`config.mk`:
```
export PLATFORM = sky130hd
export DESIGN_NAME = sha1_stream_hasher
export DESIGN_NICKNAME = d
export VERILOG_FILES = /design/src/sha1s_pkg.sv /design/src/sha1s_front.sv /design/src/sha1s_queue.sv /design/src/sha1s_back.sv /design/src/sha1_stream_hasher.sv
export SDC_FILE = /design/constraint.sdc
export NUM_CORES = 2
export LEC_CHECK = 0
export BUFFER_PORTS_ARGS = -buffer_cell sky130_fd_sc_hd__buf_2
export CAP_MARGIN = 25
export CORE_MARGIN = 2
export CORE_UTILIZATION = 35
export CTS_CLUSTER_DIAMETER = 50
export DETAILED_ROUTE_END_ITERATION = 6
export PLACE_DENSITY = 0.49
export REMOVE_ABC_BUFFERS = 1
export SKIP_LAST_GASP = 1
export SYNTH_ARGS = -nofsm -noshare
export SYNTH_HDL_FRONTEND = slang
export SYNTH_SLANG_ARGS = --single-unit
```
`constraint.sdc`:
```
create_clock -name clk_i -period 46.3 [get_ports clk_i]
set_clock_uncertainty 0.2 [all_clocks]
set_input_delay 9.26 -clock clk_i [delete_from_list [all_inputs] [get_ports clk_i]]
set_output_delay 9.26 -clock clk_i [all_outputs]
set_load 0.01 [all_outputs]
```
`src/sha1s_pkg.sv`:
```
// Shared types and constants of the SHA-1 stream hasher.
// No dependencies; used by every module of the block.
package sha1s_pkg;

  localparam logic [31:0] K_R00 = 32'h5A827999;
  localparam logic [31:0] K_R20 = 32'h6ED9EBA1;
  localparam logic [31:0] K_R40 = 32'h8F1BBCDC;
  localparam logic [31:0] K_R60 = 32'hCA62C1D6;

  // Initial chaining value, index 0 is H0.
  localparam logic [4:0][31:0] INIT_CV = {
    32'hC3D2E1F0, 32'h10325476, 32'h98BADCFE, 32'hEFCDAB89, 32'h67452301
  };

  localparam logic [7:0] PAD_BYTE   = 8'h80;
  localparam logic [5:0] LAST_LANE  = 6'd63;
  localparam logic [5:0] LEN_LANE   = 6'd56;  // first lane of the length field
  localparam logic [6:0] LAST_ROUND = 7'd79;

  // One 512-bit block request from front to back; words[0] is the first word.
  typedef struct packed {
    logic [15:0][31:0] words;
    logic              last;   // final block of a message: emit digest after it
  } blk_t;

  typedef enum logic [1:0] {
    F_ACCEPT,
    F_PUSH_FULL,
    F_PAD_A,
    F_PAD_B
  } front_state_e;

  typedef enum logic [1:0] {
    B_IDLE,
    B_ROUND,
    B_DONE
  } back_state_e;

endpackage

```
`src/sha1s_front.sv`:
```
// Front end: packs message bytes into the block buffer, keeps the bit count
// and generates the padding blocks. Depends on sha1s_pkg.
module sha1s_front (
  input  logic               clk_i,
  input  logic               rst_ni,
  input  logic               in_valid_i,
  output logic               in_stall_o,
  input  logic [7:0]         data_byte_i,
  input  logic               byte_present_i,
  input  logic               end_of_message_i,
  output logic               push_valid_o,
  input  logic               push_ready_i,
  output sha1s_pkg::blk_t    push_blk_o
);
  import sha1s_pkg::*;

  front_state_e          state_q, state_d;
  logic [15:0][3:0][7:0] buf_q;
  logic [63:0]           count_q, count_d;
  logic                  fin_q, fin_d;
  logic                  accept;
  logic                  wr_byte;
  logic [5:0]            pos;
  logic                  fits;
  logic [15:0][3:0][7:0] pad_blk;

  assign pos    = count_q[8:3];
  assign fits   = pos < LEN_LANE;
  assign accept = in_valid_i && (state_q == F_ACCEPT);

  // 0x80 after the last message byte, zeros above it
  always_comb begin
    for (int l = 0; l < 64; l++) begin
      if (6'(l) < pos) begin
        pad_blk[l / 4][3 - (l % 4)] = buf_q[l / 4][3 - (l % 4)];
      end else if (6'(l) == pos) begin
        pad_blk[l / 4][3 - (l % 4)] = PAD_BYTE;
      end else begin
        pad_blk[l / 4][3 - (l % 4)] = 8'h00;
      end
    end
  end

  always_comb begin
    state_d      = state_q;
    count_d      = count_q;
    fin_d        = fin_q;
    wr_byte      = 1'b0;
    push_valid_o = 1'b0;
    push_blk_o   = '{words: '0, last: 1'b0};
    unique case (state_q)
      F_ACCEPT: begin
        if (accept) begin
          fin_d = end_of_message_i;
          if (byte_present_i) begin
            wr_byte = 1'b1;
            count_d = count_q + 64'd8;
            if (pos == LAST_LANE) begin
              state_d = F_PUSH_FULL;
            end else if (end_of_message_i) begin
              state_d = F_PAD_A;
            end
          end else if (end_of_message_i) begin
            state_d = F_PAD_A;
          end
        end
      end
      F_PUSH_FULL: begin
        push_valid_o     = 1'b1;
        push_blk_o.words = buf_q;
        if (push_ready_i) begin
          state_d = fin_q ? F_PAD_A : F_ACCEPT;
        end
      end
      F_PAD_A: begin
        push_valid_o     = 1'b1;
        push_blk_o.words = pad_blk;
        push_blk_o.last  = fits;
        if (fits) begin
          push_blk_o.words[14] = count_q[63:32];
          push_blk_o.words[15] = count_q[31:0];
        end
        if (push_ready_i) begin
          if (fits) begin
            count_d = '0;
            state_d = F_ACCEPT;
          end else begin
            state_d = F_PAD_B;
          end
        end
      end
      F_PAD_B: begin
        push_valid_o         = 1'b1;
        push_blk_o.last      = 1'b1;
        push_blk_o.words[14] = count_q[63:32];
        push_blk_o.words[15] = count_q[31:0];
        if (push_ready_i) begin
          count_d = '0;
          state_d = F_ACCEPT;
        end
      end
      default: state_d = F_ACCEPT;
    endcase
  end

  assign in_stall_o = (state_q != F_ACCEPT);

  always_ff @(posedge clk_i or negedge rst_ni) begin
    if (!rst_ni) begin
      state_q <= F_ACCEPT;
      count_q <= '0;
      fin_q   <= 1'b0;
    end else begin
      state_q <= state_d;
      count_q <= count_d;
      fin_q   <= fin_d;
    end
  end

  always_ff @(posedge clk_i) begin
    if (wr_byte) begin
      buf_q[pos[5:2]][2'd3 - pos[1:0]] <= data_byte_i;
    end
  end

endmodule

```
`src/sha1s_queue.sv`:
```
// Two-entry block queue between front end and compression engine.
// Depends on sha1s_pkg.
module sha1s_queue (
  input  logic             clk_i,
  input  logic             rst_ni,
  input  logic             push_valid_i,
  output logic             push_ready_o,
  input  sha1s_pkg::blk_t  push_blk_i,
  output logic             pop_valid_o,
  input  logic             pop_i,
  output sha1s_pkg::blk_t  pop_blk_o
);
  import sha1s_pkg::*;

  blk_t       mem_q [2];
  logic       wr_ptr_q, rd_ptr_q;
  logic [1:0] fill_q;
  logic       do_push, do_pop;

  assign push_ready_o = (fill_q != 2'd2);
  assign pop_valid_o  = (fill_q != 2'd0);
  assign pop_blk_o    = mem_q[rd_ptr_q];
  assign do_push      = push_valid_i && push_ready_o;
  assign do_pop       = pop_i && pop_valid_o;

  always_ff @(posedge clk_i or negedge rst_ni) begin
    if (!rst_ni) begin
      wr_ptr_q <= 1'b0;
      rd_ptr_q <= 1'b0;
      fill_q   <= 2'd0;
    end else begin
      if (do_push) wr_ptr_q <= ~wr_ptr_q;
      if (do_pop)  rd_ptr_q <= ~rd_ptr_q;
      if (do_push && !do_pop) begin
        fill_q <= fill_q + 2'd1;
      end else if (do_pop && !do_push) begin
        fill_q <= fill_q - 2'd1;
      end
    end
  end

  always_ff @(posedge clk_i) begin
    if (do_push) begin
      mem_q[wr_ptr_q] <= push_blk_i;
    end
  end

endmodule

```
`src/sha1s_back.sv`:
```
// Compression engine: one SHA-1 round per cycle over a 16-word schedule
// window, chaining value update and digest output register. Uses sha1s_pkg.
module sha1s_back (
  input  logic             clk_i,
  input  logic             rst_ni,
  input  logic             blk_valid_i,
  output logic             blk_pop_o,
  input  sha1s_pkg::blk_t  blk_i,
  output logic             out_valid_o,
  input  logic             out_stall_i,
  output logic [4:0][31:0] digest_o
);
  import sha1s_pkg::*;

  back_state_e       state_q, state_d;
  logic [15:0][31:0] w_q;
  logic [4:0][31:0]  st_q;    // a..e working variables, index 0 is a
  logic [4:0][31:0]  cv_q;
  logic [4:0][31:0]  dig_q;
  logic [4:0][31:0]  sum;
  logic [6:0]        rnd_q;
  logic              last_q;
  logic              out_valid_q;
  logic              load, step, finish, emit;
  logic [31:0]       f, k, wsum, wnew, t;

  always_comb begin
    wsum = w_q[13] ^ w_q[8] ^ w_q[2] ^ w_q[0];
    wnew = (rnd_q < 7'd16) ? w_q[0] : {wsum[30:0], wsum[31]};
    if (rnd_q < 7'd20) begin
      f = (st_q[1] & st_q[2]) | (~st_q[1] & st_q[3]);
      k = K_R00;
    end else if (rnd_q < 7'd40) begin
      f = st_q[1] ^ st_q[2] ^ st_q[3];
      k = K_R20;
    end else if (rnd_q < 7'd60) begin
      f = (st_q[1] & st_q[2]) | (st_q[1] & st_q[3]) | (st_q[2] & st_q[3]);
      k = K_R40;
    end else begin
      f = st_q[1] ^ st_q[2] ^ st_q[3];
      k = K_R60;
    end
    t = {st_q[0][26:0], st_q[0][31:27]} + f + st_q[4] + k + wnew;
    for (int i = 0; i < 5; i++) begin
      sum[i] = cv_q[i] + st_q[i];
    end
  end

  always_comb begin
    state_d = state_q;
    load    = 1'b0;
    step    = 1'b0;
    finish  = 1'b0;
    unique case (state_q)
      B_IDLE: begin
        if (blk_valid_i) begin
          load    = 1'b1;
          state_d = B_ROUND;
        end
      end
      B_ROUND: begin
        step = 1'b1;
        if (rnd_q == LAST_ROUND) state_d = B_DONE;
      end
      B_DONE: begin
        // a finished digest waits while the previous one is still held
        if (!(last_q && out_valid_q && out_stall_i)) begin
          finish  = 1'b1;
          state_d = B_IDLE;
        end
      end
      default: state_d = B_IDLE;
    endcase
  end

  assign blk_pop_o   = load;
  assign emit        = finish && last_q;
  assign out_valid_o = out_valid_q;
  assign digest_o    = dig_q;

  always_ff @(posedge clk_i or negedge rst_ni) begin
    if (!rst_ni) begin
      state_q     <= B_IDLE;
      cv_q        <= INIT_CV;
      out_valid_q <= 1'b0;
      rnd_q       <= '0;
    end else begin
      state_q <= state_d;
      if (load) rnd_q <= '0;
      else if (step) rnd_q <= rnd_q + 7'd1;
      if (finish) cv_q <= last_q ? INIT_CV : sum;
      if (emit) begin
        out_valid_q <= 1'b1;
      end else if (!out_stall_i) begin
        out_valid_q <= 1'b0;
      end
    end
  end

  always_ff @(posedge clk_i) begin
    if (load) begin
      w_q    <= blk_i.words;
      st_q   <= cv_q;
      last_q <= blk_i.last;
    end else if (step) begin
      for (int i = 0; i < 15; i++) begin
        w_q[i] <= w_q[i + 1];
      end
      w_q[15] <= wnew;
      st_q[0] <= t;
      st_q[1] <= st_q[0];
      st_q[2] <= {st_q[1][1:0], st_q[1][31:2]};
      st_q[3] <= st_q[2];
      st_q[4] <= st_q[3];
    end
    if (emit) dig_q <= sum;
  end

endmodule

```
`src/sha1_stream_hasher.sv`:
```
// Top level of the SHA-1 stream hasher: front end, block queue and
// compression engine. Depends on sha1s_pkg, sha1s_front, sha1s_queue, sha1s_back.
//
// Usage:
//   Input channel (in_valid_i / in_stall_o): one request per item, carrying an
//   optional message byte (byte_present_i) and an end-of-message flag. A
//   request is taken when in_valid_i is high and in_stall_o is low.
//   Output channel (out_valid_o / out_stall_i): one request per message with
//   the five digest words, hash_word_0_o first (big-endian bytes).
// Throughput: bytes go in one per cycle while in_stall_o is low; after the
//   64th byte of a block the input stalls while the block is handed to the
//   two-entry queue. The engine works through each block (load, 80 rounds,
//   chaining add) before loading the next; the single round unit sets the rate.
// End of message: the front end stalls after the end-of-message request
//   until its one or two padding blocks are queued; the digest is registered
//   as the engine finishes the final block, which is behind at most two others.
// Reset: the bit count clears, the chaining value takes the SHA-1 initial
//   value, the queue empties and no digest is pending.
// Receiver stall: a digest holds on the outputs; the engine finishes the
//   next message's final block only once that digest has been taken, and the
//   queue then fills and stalls the input side.
module sha1_stream_hasher (
  input  logic        clk_i,
  input  logic        rst_ni,
  input  logic        in_valid_i,
  output logic        in_stall_o,
  input  logic [7:0]  data_byte_i,
  input  logic        byte_present_i,
  input  logic        end_of_message_i,
  output logic        out_valid_o,
  input  logic        out_stall_i,
  output logic [31:0] hash_word_0_o,
  output logic [31:0] hash_word_1_o,
  output logic [31:0] hash_word_2_o,
  output logic [31:0] hash_word_3_o,
  output logic [31:0] hash_word_4_o
);
  import sha1s_pkg::*;

  logic             push_valid, push_ready;
  blk_t             push_blk;
  logic             q_valid, q_pop;
  blk_t             q_blk;
  logic [4:0][31:0] digest;

  sha1s_front u_front (
    .clk_i            (clk_i),
    .rst_ni           (rst_ni),
    .in_valid_i       (in_valid_i),
    .in_stall_o       (in_stall_o),
    .data_byte_i      (data_byte_i),
    .byte_present_i   (byte_present_i),
    .end_of_message_i (end_of_message_i),
    .push_valid_o     (push_valid),
    .push_ready_i     (push_ready),
    .push_blk_o       (push_blk)
  );

  sha1s_queue u_queue (
    .clk_i        (clk_i),
    .rst_ni       (rst_ni),
    .push_valid_i (push_valid),
    .push_ready_o (push_ready),
    .push_blk_i   (push_blk),
    .pop_valid_o  (q_valid),
    .pop_i        (q_pop),
    .pop_blk_o    (q_blk)
  );

  sha1s_back u_back (
    .clk_i       (clk_i),
    .rst_ni      (rst_ni),
    .blk_valid_i (q_valid),
    .blk_pop_o   (q_pop),
    .blk_i       (q_blk),
    .out_valid_o (out_valid_o),
    .out_stall_i (out_stall_i),
    .digest_o    (digest)
  );

  assign hash_word_0_o = digest[0];
  assign hash_word_1_o = digest[1];
  assign hash_word_2_o = digest[2];
  assign hash_word_3_o = digest[3];
  assign hash_word_4_o = digest[4];

endmodule

```
==> impl_results.md <==
- DRT iter0 DRCs: 5,940
- WHS Endpoint: u_back.out_valid_o
- Sw Ratio: 24.4%
- H-tree levels: 5
- Die Ht: 571 um
- Distinct cells, synth: 98
- Synthesis-to-finish area growth: 16.5%
- Post-cts resize count: 0
- Switch Pwr: 0.00152 W
- RSZ-0062 raised after global routing: false
- Max Freq: 86.0 MHz
- GR Overflow Total: 0
- Internal power: 0.00470 W
- Slowest CP cell: dfrtp_1
- Max transition margin: 20.7%
- VDD IR-drop max: 0.0000594 V
- Share of layout cells above drive strength 1: 11.6%
- Setup violations, final: 0
- Root Buffer: clkbuf_16
- Pwr/cell area: 47.5 nW/um2
- CP Launch Type: flip-flop
- Crit-path max FO: 5
- Total Wirelength: 322,000 um
- Number of global-route vias before repair: 66,800
- Mapped cell area: 112,000 um2
- Crit path required time: 36.84 ns
- Clk pin slew, worst setup/hold paths: 0.06 ns
- Clock Power Share: 44.8%
- Tmin final: 11.62 ns
- Post-synth top flop: edfxtp_1
- Hpwl dp: 207,000 um
- Worst reg2reg startpoint: u_back.rnd_q[4]
- Total die area: 326,000 um2
- Reg2Reg Depth: 22
- Crit Path Category: reg2out
- Placer congestion estimate: 0.925
- Endpoint class of the critical path: output port
- Avg Cell Area, Syn: 13.8 um2
- Total number of vias: 66,900
- Placeable Area: 320,000 um2
- EDFF count, synth: 2,371
- Vias per inst: 5.12
- Clk_lat worst skew: 0.93 ns
- Site row count: 208
- Crit-path cells: inv_1, ha_1, inv_1, buf_2
- Top-area cell type share of the netlist area: 63.3%
- Fin. max-slew vios: 0
- Finished Core Util: 40.9%
- Tightest Hold Check Type: reg2reg
- Ranking of synthesized cells by area: edfxtp_1, mux2i_1, nand2_1
- WL/cell: 24.6 um
- First-pass GRT wire length: 465,000 um
- Hold Vio Cnt, Final: 0
- Initial antenna violation count: 20
- DR DRC count: 0
- Mapped Cells: 8,130
- Yosys top cell by area: edfxtp_1
- Buffers on Ports: 175
- CP peak stage delay: 0.41 ns
- Flop pwr share: 47.8%
- Detailed-router iteration count before antenna repair: 6
- Async SR Flop Fraction: 9.12%
- Worst-Margin Slew: 1.19 ns
- Reg2reg end: u_back.st_q[31]
- Hold Buf Count CTS: 0
- Number of clock sinks: 2,609
- HP Start: u_back.out_valid_o
- R2R Setup Slk: 38.50 ns
- CP Data Arrival Time: 2.16 ns
- Status: complete, no violations
- Hold Crit Depth: 1
- Number of synthesized register bits: 2,609
- Tcrit/Tclk final: 25.1%
- Nets@finish: 8,804
- Max-cap violations: 0
- Total GRT Usage: 19.4%
- Combinational power share: 7.4%
- CTS tree: done
- Seq/Total Area, Yosys: 68.7%
- CTS Buf Count: 357
- Longest Clk Path Bufs: 4
- Sum Neg Setup Slack: 0 ns
- Top Ports: 176
- Yosys warns: 0
- Die width: 571 um
- Initial core utilization: 35.1%
- Setup repair bufs after CTS: 0
- CP dominant cell by count: inv_1
- Pin count of the biggest net entering global routing: 186
- Routed Antenna Nets: 0
- Leak: 52.3 nW
-- cell usage after synthesis, drive strengths merged, types with 51 or more instances --
library cell     n
edfxtp        2371
nand2         1098
o21ai          701
mux2i          522
and2           399
nor2           395
clkbuf         315
a21oi          243
xnor2          234
inv            220
ha             214
dfrtp          158
fa             115
xor2            90
a21o            86
a22o            80
dfstp           80
o22a            74
nor2b           66
a22oi           60
nand3           51
-- power by group through the flow --
stage / logic (W) / clock network, W / registers, W
finish: 0.000458 / 0.00279 / 0.00298
global route: 0.000497 / 0.00294 / 0.00300
floorplan: 0.000247 / 0 / 0.00333
global placement: 0.000457 / 0 / 0.00301
CTS: 0.000466 / 0.00284 / 0.00298
detailed placement: 0.000465 / 0 / 0.00302
-- flip-flops by register name, summed over array words and instances (netlist names) --
register            flops
u_front.count_q        61
u_queue.mem_q        1026
u_queue.wr_ptr_q        1
u_front.fin_q           1
u_back.st_q           160
u_back.rnd_q            7
u_queue.rd_ptr_q        1
u_back.state_q          2
u_back.cv_q           160
u_queue.fill_q          2
u_back.out_valid_o      1
u_front.buf_q         512
u_back.last_q           1
u_back.w_q            512
u_front.state_q         2
u_back.digest_o       160
-- worst max-delay path: cells and delay by family (launching register included) --
kind | cells | cell delay [ns]
buffers and inverters | 3 | 0.58
adders and majority gates | 1 | 0.27
DFF | 1 | 0.41
-- cells in the final DEF (no fill, tap or decap), types with 44 or more instances in the layout --
cell	instances
a211oi_1	46
a21o_1	85
a21oi_1	242
a22o_1	80
a22oi_1	60
and2_1	396
and3_1	44
buf_2	167
buf_4	118
clkbuf_16	362
clkinv_1	46
dfrtp_1	157
dfstp_2	80
edfxtp_1	2371
fa_1	115
ha_1	213
inv_1	219
mux2i_1	522
nand2_1	1093
nand3_1	50
nor2_1	388
nor2b_1	66
o21ai_0	671
o22a_1	74
xnor2_1	234
xor2_1	90
-- how the worst max path moves through the flow --
stage               depth (start not counted)              endpoint                from  slack [ns]
floorplan                                   2        u_back.st_q[0]   u_queue.fill_q[0]      -79.13
global placement                            4  u_back.digest_o[128]         out_stall_i       34.14
detailed placement                          4   u_back.digest_o[33]         out_stall_i       33.96
CTS                                         4            in_stall_o  u_front.state_q[0]       34.64
global route                                4            in_stall_o  u_front.state_q[0]       34.62
finish                                      4            in_stall_o  u_front.state_q[0]       34.68
-- cell type report --
type / count / area (um2)
clock buffer: 409 / 9280
antenna: 13 / 32.5
inverter: 223 / 842
clock inverter: 239 / 2850
timing repair buffer: 308 / 2170
multi-input combinational: 4962 / 33200
sequential: 2609 / 77300
fill: 29600 / 189000
tap: 4305 / 5390
-- cells by family after synthesis --
group,after synthesis,share of synthesized area [%]
AOI/OAI and AO/OA,1565,8.76
xor gates and xnor gates,324,2.52
adders and majority gates,329,4.43
buffers and inverters,559,1.88
DFF,2609,68.7
muxes,524,4.67
and+or+nand+nor,2220,9.03
-- per-stage QoR --
step           worst slack [ns]  std cells  hold WS (ns)  instance area [um2]  power [W]
2_1_floorplan            -79.13       7794         0.256               111000    0.00358
3_3_place_gp              34.14      12400         0.289               119000    0.00347
3_5_place_dp              33.96      12400         0.301               119000    0.00349
4_1_cts                   34.64      13000         0.314               131000    0.00629
5_1_grt                   34.62      13100         0.333               131000    0.00643
6_report                  34.68      13100         0.307               131000    0.00622
-- per-layer routing --
layer	up-vias	GRT usage, %	wire, um	part of all wire, %
met2	1905	30.7	147000	46
met3	470	2.59	16700	5.2
met5	-	0	14	0.0044
met4	2	6.36	10100	3.1
met1	33900	27.4	148000	46
li1	30600	-	-	-
Note: power is estimated with default switching activity, not from simulation.
